[src/hw/rtl/line_log_ring_buffer_macros.svh]
// ----------------------------------------------------------------------------
// line log ring buffer assertion macros
// clocked property checks, empty when SYNTH is defined
// ----------------------------------------------------------------------------
`ifndef LINE_LOG_RING_BUFFER_MACROS_SVH
`define LINE_LOG_RING_BUFFER_MACROS_SVH

`ifndef SYNTH
`define LLRB_ASSERT(lbl, clk, rstn, prop) \
    lbl: assert property (@(posedge clk) disable iff (!rstn) (prop)) \
        else $error("llrb check failed");
`define LLRB_ASSERT_IMPL(lbl, clk, rstn, ante, cons) \
    lbl: assert property (@(posedge clk) disable iff (!rstn) (ante) |-> (cons)) \
        else $error("llrb check failed");
`else
`define LLRB_ASSERT(lbl, clk, rstn, prop)
`define LLRB_ASSERT_IMPL(lbl, clk, rstn, ante, cons)
`endif

`endif

[src/hw/rtl/llrb_pkg.sv]
// ----------------------------------------------------------------------------
// llrb_pkg
// shared types and constants of the line log ring buffer
// ----------------------------------------------------------------------------
package llrb_pkg;

    localparam int MODE_W   = 3;
    localparam int BYTE_W   = 8;
    localparam int IDX_W    = 8;
    localparam int OFS_W    = 12;
    localparam int IN_W     = 32;
    localparam int OUT_W    = 56;
    localparam int BCAP_W   = 13;
    localparam int LCAP_W   = 9;
    localparam int CFG_IDX_W = 1;
    localparam int CFG_W    = 13;
    localparam int QDEPTH   = 2;

    localparam logic [MODE_W-1:0] MODE_STREAM   = 3'd0;
    localparam logic [MODE_W-1:0] MODE_MARK_BEG = 3'd1;
    localparam logic [MODE_W-1:0] MODE_MARK_BYTE = 3'd2;
    localparam logic [MODE_W-1:0] MODE_MARK_END = 3'd3;
    localparam logic [MODE_W-1:0] MODE_CLEAR    = 3'd4;
    localparam logic [MODE_W-1:0] MODE_READ     = 3'd5;

    localparam logic [CFG_IDX_W-1:0] CFG_BYTE_CAP = 1'd0;
    localparam logic [CFG_IDX_W-1:0] CFG_LINE_CAP = 1'd1;

    localparam logic [BYTE_W-1:0] CH_LF = 8'h0A;
    localparam logic [BYTE_W-1:0] CH_CR = 8'h0D;

    typedef enum logic [2:0] {
        OP_NOP,
        OP_ADD,
        OP_COMMIT,
        OP_COMMIT_NE,
        OP_CLEAR,
        OP_READ
    } op_t;

    typedef struct packed {
        op_t               op;
        logic [BYTE_W-1:0] data;
        logic [IDX_W-1:0]  idx;
        logic [OFS_W-1:0]  ofs;
    } cmd_t;

    typedef enum logic [3:0] {
        ST_IDLE,
        ST_COMMIT,
        ST_CHECK,
        ST_DROP_REQ,
        ST_DROP_APPLY,
        ST_COPY,
        ST_FINISH,
        ST_RD_TBL,
        ST_RD_DATA,
        ST_RD_BYTE,
        ST_RESULT
    } state_t;

endpackage

[src/hw/rtl/llrb_queue.sv]
// ----------------------------------------------------------------------------
// llrb_queue
// two entry command queue between front and back end
// ----------------------------------------------------------------------------
module llrb_queue (
    input  logic           aclk,
    input  logic           aresetn,
    input  logic           push_valid,
    output logic           push_ready,
    input  llrb_pkg::cmd_t push_cmd,
    output logic           pop_valid,
    input  logic           pop_ready,
    output llrb_pkg::cmd_t pop_cmd
);

    llrb_pkg::cmd_t ent_reg [llrb_pkg::QDEPTH];
    logic       wr_ptr_reg, wr_ptr_next;
    logic       rd_ptr_reg, rd_ptr_next;
    logic [1:0] cnt_reg, cnt_next;
    logic       do_push, do_pop;

    assign push_ready = (cnt_reg != 2'(llrb_pkg::QDEPTH));
    assign pop_valid  = (cnt_reg != 2'd0);
    assign pop_cmd    = ent_reg[rd_ptr_reg];
    assign do_push    = push_valid & push_ready;
    assign do_pop     = pop_valid & pop_ready;

    always_comb begin
        wr_ptr_next = do_push ? ~wr_ptr_reg : wr_ptr_reg;
        rd_ptr_next = do_pop ? ~rd_ptr_reg : rd_ptr_reg;
        cnt_next    = cnt_reg + 2'(do_push) - 2'(do_pop);
    end

    always_ff @(posedge aclk) begin
        if (!aresetn) begin
            wr_ptr_reg <= 1'b0;
            rd_ptr_reg <= 1'b0;
            cnt_reg    <= 2'd0;
        end else begin
            wr_ptr_reg <= wr_ptr_next;
            rd_ptr_reg <= rd_ptr_next;
            cnt_reg    <= cnt_next;
        end
    end

    always_ff @(posedge aclk) begin
        if (do_push) begin
            ent_reg[wr_ptr_reg] <= push_cmd;
        end
    end

endmodule

[config.mk]
export PLATFORM = sky130hd
export DESIGN_NAME = llrb_queue
export DESIGN_NICKNAME = d
export VERILOG_FILES = /design/src/hw/rtl/line_log_ring_buffer_macros.svh /design/src/hw/rtl/llrb_pkg.sv /design/src/hw/rtl/llrb_queue.sv
export SDC_FILE = /design/constraint.sdc
export NUM_CORES = 1
export LEC_CHECK = 0
export BUFFER_PORTS_ARGS = -buffer_cell sky130_fd_sc_hd__buf_2
export CAP_MARGIN = 0
export CORE_AREA = 2 2 78 80
export CTS_BUF_LIST = sky130_fd_sc_hd__clkbuf_8
export DETAILED_ROUTE_END_ITERATION = 8
export DIE_AREA = 0 0 80 82
export HOLD_SLACK_MARGIN = 0.02
export PLACE_DENSITY = 0.77
export SYNTH_ARGS = -nofsm -noshare
export SYNTH_HDL_FRONTEND = slang
export SYNTH_SLANG_ARGS = --single-unit
export TNS_END_PERCENT = 5
[constraint.sdc]
create_clock -name aclk -period 3 [get_ports aclk]
set_clock_uncertainty 0.05 [all_clocks]
set_input_delay 0.3 -clock aclk [delete_from_list [all_inputs] [get_ports aclk]]
set_output_delay 0.3 -clock aclk [all_outputs]
set_load 0.005 [all_outputs]
==> flow_metrics.py <==
metrics = {
    "critical_path": {
        "cp_max_fo": 22,
        "cp-start-kind": "flop",
        "r2r_slack_ns": 1.25,
        "critPathKind": "reg2out",
        "crit_required_ns": 2.65,
        "cp.arrival_ns": 1.77,
        "cp-end-kind": "output pin",
    },
    "power": {
        "power_frac_clock_pct": 24.2,
        "power_uw": 2349,
        "swShare_pct": 24.95,
        "p_comb_share_pct": 23.6,
        "power_density_nw_per_um2": 766.8,
        "p_switching_uw": 586.0,
        "peakVddDrop_uv": 309.6,
        "intPower_uw": 1763,
        "p_seq_share_pct": 52.3,
        "p_leak_uw": 0.001172,
    },
    "sta": {
        "hold_violations": 0,
        "period_needed_ns": 2.124,
        "worst_pin_slew_ns": 0.6205,
        "max_slew_margin_pct": 58.59,
        "tns_ns": 0,
        "period_share_pct": 70.81,
        "setup_violations": 0,
        "rsz0062_at_grt": "no",
        "max_freq_mhz": 470.8,
        "report.final.slew_viol_count": 0,
    },
    "synth": {
        "yosysTopAreaCellShare_pct": 75.08,
        "synth_top_family_by_area": "multiplexers",
        "synth_seq_cells": 67,
        "yosys.area_share.simple_pct": 2.472,
        "syn_area_um2": 2480,
        "synth_xor_area_share_pct": 1.060,
        "synth_compound_area_share_pct": 0.3532,
        "synth_nets": 157,
        "synth_seq_area_share_pct": 79.11,
        "yosysUniqueCellTypes": 16,
        "synthAdderAreaFrac_pct": 1.009,
        "yosysTopAreaCell": "edfxtp_1",
        "muxShareOfSynthArea_pct": 14.48,
        "synth_area_per_cell_um2": 20.67,
        "netlist_instances": 120,
        "synthTopCellsByArea": "edfxtp_1 75%, mux2_2 14%, dfxtp_1 4.0%",
        "yosysWarnings": 0,
    },
    "die": {
        "die_h_um": 82,
        "start_util_pct": 43.16,
        "row_count": 28,
        "coreArea_um2": 5746,
        "io_pins": 68,
        "dieWidth_um": 80,
        "dieArea_um2": 6560,
    },
    "routing": {
        "dr.pass1.iters": 4,
        "drc": 0,
        "ant_nets": 0,
        "routed_wl_mm": 3.937,
        "wl_per_cell_um": 14.21,
        "drt-vias-per-instance": 4.603,
        "routed-via-count": 1275,
        "drt_iter0_markers": 68,
    },
    "placement": {
        "dp_hpwl_mm": 2.775,
        "globalplace.congestion": 0.6912,
        "port_buffers": 67,
    },
    "clock_network": {
        "clockRootBuffer": "clkbuf_8",
        "clk_path_buf_depth": 2,
        "cts_buffers": 9,
        "clkSlewWorstSetupHoldPaths_ns": 0.07,
        "clkSinkCount": 67,
        "cts_setup_buffers": 0,
        "cts.repair.resized": 0,
        "cts_tree": "done",
        "worstSkewPairLatency_ns": 0.31,
        "htreeDepth": 3,
        "postCtsHoldBufs": 0,
    },
    "hold_path": {
        "hold_class": "in2reg",
    },
    "flow_run": {
        "drv_cap": 0,
    },
    "layout": {
        "largest_reg_flops": 62,
        "multi_input_comb_area_um2": 483.0,
        "drive_gt1_share_pct": 57.43,
        "antenna_cells": 0,
        "seq_area_um2": 1962,
        "n_fill_cell": 494,
        "synthToLayoutAreaGrowth_pct": 23.51,
        "finish.net_count": 235,
    },
    "global_route": {
        "grt_pass1_vias": 1275,
        "antenna_found_initial": 0,
        "grt_usage_pct": 12.63,
        "grt_max_degree": 24,
        "grt-ovfl-total": 0,
        "grt_pass1_wl_mm": 5.961,
    },
    "status": {
        "status": "finished, final reports clean",
    },
}
placed cells by master, fill, tap and decap left out, drive strengths merged:
cell type  Yosys  routed
nor2           1       1
ha             2       2
xnor2          3       3
dfxtp          5       5
and2           2       2
and3           1       1
inv            1       3
nor2b          2       2
nand2          2       2
or2            1       1
mux2i          1       1
clkinv         0       4
nand2b         2       2
o21a           1       1
mux2          31      31
buf            3      70
clkbuf         0       9
edfxtp        62      62
cell usage after synthesis (all sizes together):
cell type	count
nand2b	2
and2	2
and3	1
xnor2	3
o21a	1
inv	1
nor2	1
mux2i	1
nor2b	2
nand2	2
ha	2
mux2	31
buf	3
or2	1
dfxtp	5
edfxtp	62
cell families after synthesis:
kind of cell | after synthesis
compound gates | 1
xor+xnor | 3
fa+ha+maj | 2
buf+inv | 4
flops | 67
mux | 32
simple gates | 11
worst paths after layout:
kind	cells past startpoint	endpoint	from
worst min register to register	2	wr_ptr_reg	wr_ptr_reg
worst max-delay path	3	pop_cmd[21]	flop
worst max register to register	4	ent_reg[0][12]	cnt_reg[0]
worst min-delay path	1	ent_reg[0][8]	push_cmd[8]
worst max-delay path: stages, from the launching register on:
cell and delay (ns):
dfxtp_1 0.57, buf_4 0.37, mux2_2 0.38, buf_2 0.13
power groups by stage:
stage / combinational, µW / sequential (µW) / clock, µW
finish: 554 / 1230 / 568
global route: 618 / 1240 / 635
CTS: 568 / 1230 / 594
detailed placement: 564 / 1250 / 0
global placement: 562 / 1240 / 0
floorplan: 366 / 1230 / 0
area by class of cell:
cell class	instances	share of cell area [%]
Multi-Input combinational cell	49	15.77
Timing Repair Buffer	70	12.09
Clock buffer	9	4.044
Sequential cell	67	64.05
Clock inverter	6	0.8578
Inverter	1	0.1225
Tap cell	75	3.064
stage by stage:
stage / area, µm² / hold slack (ns) / utilization, % / instances / setup WS [ns]
finish: 3063 / 0.1203 / 53.31 / 277 / 0.8758
floorplan: 2480 / 0.3489 / - / 120 / 0.6111
global route: 3063 / 0.1036 / 53.31 / 277 / 0.7623
global placement: 2913 / 0.4270 / 50.70 / 262 / 1.180
detailed placement: 2913 / 0.4442 / 50.70 / 262 / 1.189
CTS: 3063 / 0.1037 / 53.31 / 277 / 0.8325
routing by layer:
metal | vias up | GRT usage, % | wire [µm]
met5 | - | 0 | 0
met4 | 0 | 8.644 | 72
met3 | 6 | 2.527 | 190
met2 | 38 | 21.67 | 2101
met1 | 615 | 14.25 | 1571
li1 | 616 | - | -
Note: power is estimated with default switching activity, not from simulation.
