**config.mk**
```make
export PLATFORM = sky130hd
export DESIGN_NAME = llrb_front
export DESIGN_NICKNAME = d
export VERILOG_FILES = /design/src/hw/rtl/line_log_ring_buffer_macros.svh /design/src/hw/rtl/llrb_pkg.sv /design/src/hw/rtl/llrb_front.sv
export SDC_FILE = /design/constraint.sdc
export NUM_CORES = 1
export LEC_CHECK = 0
export ABC_AREA = 0
export BUFFER_PORTS_ARGS = -buffer_cell sky130_fd_sc_hd__buf_4
export CAP_MARGIN = 20
export CELL_PAD_IN_SITES_DETAIL_PLACEMENT = 1
export CELL_PAD_IN_SITES_GLOBAL_PLACEMENT = 1
export CORE_MARGIN = 5
export CORE_UTILIZATION = 12
export DETAILED_ROUTE_END_ITERATION = 10
export GPL_TIMING_DRIVEN = 0
export PLACE_DENSITY_LB_ADDON = 0.25
export SETUP_SLACK_MARGIN = 0.1
export SYNTH_ARGS = -nofsm -noshare
export SYNTH_HDL_FRONTEND = slang
export SYNTH_SLANG_ARGS = --single-unit
```
**constraint.sdc**
```tcl
create_clock -name vclk -period 0.9
set_input_delay 0.18 -clock vclk [all_inputs]
set_output_delay 0.18 -clock vclk [all_outputs]
set_load 0.02 [all_outputs]
```
**src/hw/rtl/line_log_ring_buffer_macros.svh**
```systemverilog
// ----------------------------------------------------------------------------
// line log ring buffer assertion macros
// clocked property checks, empty when SYNTH is defined
// ----------------------------------------------------------------------------
`ifndef LINE_LOG_RING_BUFFER_MACROS_SVH
`define LINE_LOG_RING_BUFFER_MACROS_SVH

`ifndef SYNTH
`define LLRB_ASSERT(lbl, clk, rstn, prop) \
    lbl: assert property (@(posedge clk) disable iff (!rstn) (prop)) \
        else $error("llrb check failed");
`define LLRB_ASSERT_IMPL(lbl, clk, rstn, ante, cons) \
    lbl: assert property (@(posedge clk) disable iff (!rstn) (ante) |-> (cons)) \
        else $error("llrb check failed");
`else
`define LLRB_ASSERT(lbl, clk, rstn, prop)
`define LLRB_ASSERT_IMPL(lbl, clk, rstn, ante, cons)
`endif

`endif

```
**src/hw/rtl/llrb_pkg.sv**
```systemverilog
// ----------------------------------------------------------------------------
// llrb_pkg
// shared types and constants of the line log ring buffer
// ----------------------------------------------------------------------------
package llrb_pkg;

    localparam int MODE_W   = 3;
    localparam int BYTE_W   = 8;
    localparam int IDX_W    = 8;
    localparam int OFS_W    = 12;
    localparam int IN_W     = 32;
    localparam int OUT_W    = 56;
    localparam int BCAP_W   = 13;
    localparam int LCAP_W   = 9;
    localparam int CFG_IDX_W = 1;
    localparam int CFG_W    = 13;
    localparam int QDEPTH   = 2;

    localparam logic [MODE_W-1:0] MODE_STREAM   = 3'd0;
    localparam logic [MODE_W-1:0] MODE_MARK_BEG = 3'd1;
    localparam logic [MODE_W-1:0] MODE_MARK_BYTE = 3'd2;
    localparam logic [MODE_W-1:0] MODE_MARK_END = 3'd3;
    localparam logic [MODE_W-1:0] MODE_CLEAR    = 3'd4;
    localparam logic [MODE_W-1:0] MODE_READ     = 3'd5;

    localparam logic [CFG_IDX_W-1:0] CFG_BYTE_CAP = 1'd0;
    localparam logic [CFG_IDX_W-1:0] CFG_LINE_CAP = 1'd1;

    localparam logic [BYTE_W-1:0] CH_LF = 8'h0A;
    localparam logic [BYTE_W-1:0] CH_CR = 8'h0D;

    typedef enum logic [2:0] {
        OP_NOP,
        OP_ADD,
        OP_COMMIT,
        OP_COMMIT_NE,
        OP_CLEAR,
        OP_READ
    } op_t;

    typedef struct packed {
        op_t               op;
        logic [BYTE_W-1:0] data;
        logic [IDX_W-1:0]  idx;
        logic [OFS_W-1:0]  ofs;
    } cmd_t;

    typedef enum logic [3:0] {
        ST_IDLE,
        ST_COMMIT,
        ST_CHECK,
        ST_DROP_REQ,
        ST_DROP_APPLY,
        ST_COPY,
        ST_FINISH,
        ST_RD_TBL,
        ST_RD_DATA,
        ST_RD_BYTE,
        ST_RESULT
    } state_t;

endpackage

```
**src/hw/rtl/llrb_front.sv**
```systemverilog
// ----------------------------------------------------------------------------
// llrb_front
// accepts input items and turns each into a command for the back end
// ----------------------------------------------------------------------------
module llrb_front (
    input  logic                        s_axis_tvalid,
    output logic                        s_axis_tready,
    input  logic [llrb_pkg::IN_W-1:0]   s_axis_tdata,   // data_byte, line_index, byte_offset
    input  logic [llrb_pkg::MODE_W-1:0] s_axis_tuser,   // mode
    output logic                        push_valid,
    input  logic                        push_ready,
    output llrb_pkg::cmd_t              push_cmd
);

    logic [llrb_pkg::BYTE_W-1:0] data_b;

    assign data_b        = s_axis_tdata[7:0];
    assign s_axis_tready = push_ready;
    assign push_valid    = s_axis_tvalid;

    always_comb begin
        push_cmd.data = data_b;
        push_cmd.idx  = s_axis_tdata[15:8];
        push_cmd.ofs  = s_axis_tdata[27:16];
        case (s_axis_tuser)
            llrb_pkg::MODE_STREAM: begin
                if (data_b == llrb_pkg::CH_LF) begin
                    push_cmd.op = llrb_pkg::OP_COMMIT;
                end else if (data_b == llrb_pkg::CH_CR) begin
                    push_cmd.op = llrb_pkg::OP_NOP;
                end else begin
                    push_cmd.op = llrb_pkg::OP_ADD;
                end
            end
            llrb_pkg::MODE_MARK_BEG:  push_cmd.op = llrb_pkg::OP_COMMIT_NE;
            llrb_pkg::MODE_MARK_BYTE: push_cmd.op = llrb_pkg::OP_ADD;
            llrb_pkg::MODE_MARK_END:  push_cmd.op = llrb_pkg::OP_COMMIT;
            llrb_pkg::MODE_CLEAR:     push_cmd.op = llrb_pkg::OP_CLEAR;
            llrb_pkg::MODE_READ:      push_cmd.op = llrb_pkg::OP_READ;
            default:                  push_cmd.op = llrb_pkg::OP_NOP;
        endcase
    end

endmodule

```
==> results of run 1 <==
per-layer routing:
metal | GRT usage (%) | up-vias
met2 | 12.5 | 37
met4 | 0 | 0
li1 | - | 194
met1 | 7.33 | 181
met5 | 0 | -
met3 | 0.638 | 0
kinds of logic (layout without fill, tap and decap cells):
kind of cell | count (synthesis) | after routing
buf+inv | 30 | 75
simple gates | 7 | 7
compound gates | 3 | 3
mux | 1 | 1
cell usage in the layout, fill, tap and decap left out:
| cell type | instances |
|---|---|
| a31oi_4 | 1 |
| nor2b_1 | 1 |
| buf_4 | 68 |
| and2b_2 | 1 |
| buf_8 | 1 |
| a41oi_2 | 1 |
| nor2_1 | 2 |
| buf_6 | 6 |
| nor4b_4 | 1 |
| mux2_2 | 1 |
| nor3_1 | 1 |
| a22o_1 | 1 |
| nor2_4 | 1 |
synth_stat cells:
| cell | count | area [µm²] |
|---|---|---|
| a22o_1 | 1 | 8.76 |
| a31oi_1 | 1 | 6.26 |
| a41oi_1 | 1 | 8.76 |
| and2b_2 | 1 | 8.76 |
| buf_4 | 30 | 225 |
| mux2_2 | 1 | 11.3 |
| nor2_1 | 3 | 11.3 |
| nor2b_1 | 1 | 6.26 |
| nor3_1 | 1 | 5.00 |
| nor4b_2 | 1 | 15.0 |
what timing repair did:
item | in CTS | in global routing
gates resized for setup | 7 | 2
pin swaps | 4 | 0
setup buffers | 1 | 0
endpoints found under the setup margin | 3 | 2
path summary, 6_finish.rpt:
check	start	endpoint	slack, ns	depth (start not counted)
min	s_axis_tdata[13]	push_cmd[17]	0.56	2
max	s_axis_tdata[4]	push_cmd[29]	-0.26	5
through the flow:
stage	setup TNS (ns)	hold WS, ns	utilization (%)	cell area, µm²	setup WS [ns]
after floorplan	-0.164	0.388	-	337	-0.111
after global placement	-0.568	0.559	28.7	704	-0.364
after detailed placement	-0.553	0.560	28.7	704	-0.348
after CTS	-0.526	0.560	30.1	738	-0.274
after global routing	-0.612	0.561	30.6	751	-0.333
final	-0.493	0.558	30.6	751	-0.263
power by group:
group | leakage (nW) | internal (mW) | switching (mW)
clock | 0 | 0 | 0
sequential | 0 | 0 | 0
combinational | 0.406 | 0.242 | 0.188
worst max-delay path: cells and delay by family:
family	cells	cell delay, ns
and+or+nand+nor	2	0.41
buffers and inverters	2	0.22
AOI/OAI and AO/OA	1	0.18
layout make-up:
class | instances | area (µm²) | area share, %
well taps | 30 | 37.5 | 5.00
multi-input cells | 11 | 120 | 16.0
repair buffers | 45 | 368 | 49.0
plain buffers | 30 | 225 | 30.0
==> results.json, run 1 <==
{
  "grt_pass1_vias": 456,
  "wl_met1_um": 359,
  "vias_per_cell": 3.55,
  "antenna_cells": 0,
  "crit_slowest_cell": "nor4b_4",
  "nClkBuffers": 0,
  "coreArea_mm2": 0.00245,
  "die_area_mm2": 0.00367,
  "rsz0062_at_grt": "true",
  "cp-end-kind": "primary output",
  "seq_area_um2": 0,
  "dr.pass1.iters": 2,
  "top_layer": "met3",
  "fmax_mhz": 860,
  "die_y_um": 60.5,
  "place_inst": 115,
  "power_density_mw_per_mm2": 573,
  "cp.required_ns": 0.72,
  "vias": 412,
  "ant_nets": 0,
  "synth-xor-area-share_pct": 0,
  "post-route-min-period_ns": 1.16,
  "post-route-period-util_pct": 129,
  "drc": 0,
  "yosys.area_share.adder_pct": 0,
  "synth_compound_area_share_pct": 7.76,
  "wl_per_cell_um": 10.7,
  "p_leak_nw": 0.406,
  "worstPathCellList": "buf_8 -> nor4b_4 -> a41oi_2 -> nor2_4 -> buf_6",
  "seq_cell_count": 0,
  "setup_ws_ns": -0.263,
  "hold_viol_final": 0,
  "setup_viol": 2,
  "finalPower_mw": 0.430,
  "hp-class": "primary input to primary output",
  "netlist_area_um2": 307,
  "syn_to_final_growth_pct": 145,
  "fillCellCount": 313,
  "port_buffers": 44,
  "violations": "negative setup slack",
  "ys_types": 10,
  "gp_congestion": 0.515,
  "layout.nets": 125,
  "drv_cap": 0,
  "peakVddDrop_mv": 0.185,
  "syn_nets": 78,
  "grt_pass1_wl_um": 1880,
  "ctsHoldBuffers": 0,
  "synth_top_family_by_area": "buffers and inverters",
  "seq_area_frac_synth_pct": 0,
  "status": "finished with violations",
  "drive_gt1_share_pct": 94.2,
  "wl_met3_um": 175,
  "cp_max_fo": 2,
  "start_util_pct": 12.5,
  "antenna_found_initial": 0,
  "tightest_slew_ns": 0.328,
  "worstPathArrival_ns": 0.98,
  "instances_no_fill": 116,
  "io-pin-count": 70,
  "die_x_um": 60.5,
  "max-slew-margin-rel_pct": 78.0,
  "avgSynthCellArea_um2": 7.48,
  "start_kind": "primary input",
  "rows": 18,
  "grt_start_max_net_pins": 5,
  "wirelength_um": 1240,
  "overflow": 0,
  "drtIter0Drc": 2,
  "grt.total_usage_pct": 6.17,
  "synth_cells": 41,
  "worstSetupPathType": "primary input to primary output",
  "dr_wl_met2_um": 700,
  "yosys_warnings": 0,
  "slew_violations": 0,
  "synthSimpleGateAreaFrac_pct": 15.1,
  "synthMuxAreaShare_pct": 3.67,
  "cpPeakStageDelay_ns": 0.30
}
Note: power is estimated with default switching activity, not from simulation.
==> run 2: changes to the inputs <==
- CORE_ASPECT_RATIO: default -> 1.4
==> run 2 against run 1 <==
  * The run still ends with negative setup slack left
  * Count of clock-buffer cells in the layout did not move
  * Worst setup slack got worse by 0.038 ns
  * Cell area rose by 2.7%
  * Combinational power rose by 2%
  * Utilization rose by 1.3 points
  * Routed wire length rose by 2.8%
==> results.json, run 2 (synthesized netlist as in run 1, its figures left out) <==
{
  "vias": 402,
  "drv_cap": 0,
  "crit_slowest_cell": "nor4b_4",
  "io-pin-count": 70,
  "hold_viol_final": 0,
  "tightest_slew_ns": 0.312,
  "worstPathCellList": "buf_8 -> nor4b_4 -> a41oi_2 -> nor2_4 -> buf_6",
  "wl_met3_um": 169,
  "wl_per_cell_um": 10.5,
  "fmax_mhz": 833,
  "ant_nets": 0,
  "rsz0062_at_grt": "true",
  "post-route-min-period_ns": 1.20,
  "rows": 21,
  "placed_cell_area_um2": 709,
  "gp_congestion": 0.530,
  "grt_start_max_net_pins": 5,
  "cp_max_fo": 2,
  "min_delay_worst_endpoint": "push_cmd[17]",
  "seq_area_um2": 0,
  "slew_violations": 0,
  "final_cell_mix": "67 x buf_4, 8 x buf_6, 2 x nor2_1",
  "top_layer": "met3",
  "power_density_mw_per_mm2": 568,
  "worstSetupPathType": "primary input to primary output",
  "antenna_found_initial": 0,
  "grt.total_usage_pct": 5.91,
  "worstPathArrival_ns": 1.02,
  "seq_cell_count": 0,
  "hp-class": "primary input to primary output",
  "postLayoutCoreUtil_pct": 31.9,
  "syn_to_final_growth_pct": 151,
  "port_buffers": 44,
  "hold_start": "s_axis_tdata[13]",
  "peakVddDrop_mv": 0.182,
  "wl_met1_um": 439,
  "cpPeakStageDelay_ns": 0.32,
  "final_common_cell": "buf_4",
  "layout.nets": 126,
  "p_leak_nw": 0.413,
  "vias_per_cell": 3.32,
  "grt_pass1_vias": 450,
  "dr.pass1.iters": 2,
  "hold_depth": 2,
  "antenna_cells": 0,
  "drive_gt1_share_pct": 94.3,
  "start_kind": "primary input",
  "overflow": 0,
  "die_y_um": 69.8,
  "dr_wl_met2_um": 661,
  "die_x_um": 52.7,
  "setup_viol": 2,
  "drtIter0Drc": 2,
  "start_util_pct": 12.7,
  "ctsHoldBuffers": 0,
  "max-slew-margin-rel_pct": 79.1,
  "violations": "negative setup slack",
  "post-route-period-util_pct": 133,
  "wirelength_um": 1270,
  "cp-end-kind": "primary output",
  "status": "finished with violations",
  "grt_pass1_wl_um": 1830,
  "die_area_mm2": 0.00368,
  "setup_ws_ns": -0.301,
  "nClkBuffers": 0,
  "cp.required_ns": 0.72,
  "post-route-cell-area_um2": 771,
  "dp_slack_ns": -0.400,
  "instances_no_fill": 121,
  "setup_tns_ns": -0.567,
  "drc": 0,
  "place_inst": 119,
  "coreArea_mm2": 0.00242
}
-- run 2: cell count changes in the layout (fill, tap and decap cells not counted) --
cell | before | now
buf_4 | 68 | 67
buf_6 | 6 | 8
-- run 2: metal layers --
| metal | GRT usage, % | vias to the layer above |
|---|---|---|
| met5 | 0 | - |
| met4 | 0 | 0 |
| met3 | 1.51 | 0 |
| met2 | 11.2 | 39 |
| met1 | 6.74 | 167 |
| li1 | - | 196 |
-- run 2: report_power, final --
group	internal, mW	switching (mW)
logic	0.248	0.190
registers	0	0
clock network	0	0
-- run 2: critical path: cells and delay by family --
| kind | cells | cell delay [ns] |
|---|---|---|
| and+or+nand+nor | 2 | 0.43 |
| AOI/OAI and AO/OA | 1 | 0.19 |
| buffers and inverters | 2 | 0.22 |
-- run 2: layout make-up --
| class | count | area, µm² |
|---|---|---|
| repair buffers | 46 | 379 |
| plain buffers | 30 | 229 |
| fillers | 323 | 1650 |
| multi-input cells | 11 | 120 |
| well taps | 34 | 42.5 |
-- run 2: how the worst max path moves through the flow --
stage | cells past startpoint | startpoint | endpoint | slack (ns)
2_1_floorplan | 3 | s_axis_tuser[1] | push_cmd[29] | -0.11
6_report | 5 | s_axis_tdata[4] | push_cmd[29] | -0.30
3_5_place_dp | 5 | s_axis_tuser[1] | push_cmd[29] | -0.40
4_1_cts | 5 | s_axis_tdata[4] | push_cmd[29] | -0.32
3_3_place_gp | 5 | s_axis_tuser[1] | push_cmd[29] | -0.36
5_1_grt | 5 | s_axis_tdata[4] | push_cmd[29] | -0.35
-- run 2: timing repair --
action	4_1_cts	5_1_grt
endpoints found under the setup margin	3	3
resized for setup	11	0
buffers inserted	2	0
pin swaps	4	0
-- run 2: stage by stage --
stage | hold WS (ns) | total power [mW]
2_1_floorplan | 0.388 | 0.236
3_3_place_gp | 0.559 | 0.410
3_5_place_dp | 0.560 | 0.416
4_1_cts | 0.560 | 0.445
5_1_grt | 0.561 | 0.462
6_report | 0.558 | 0.438
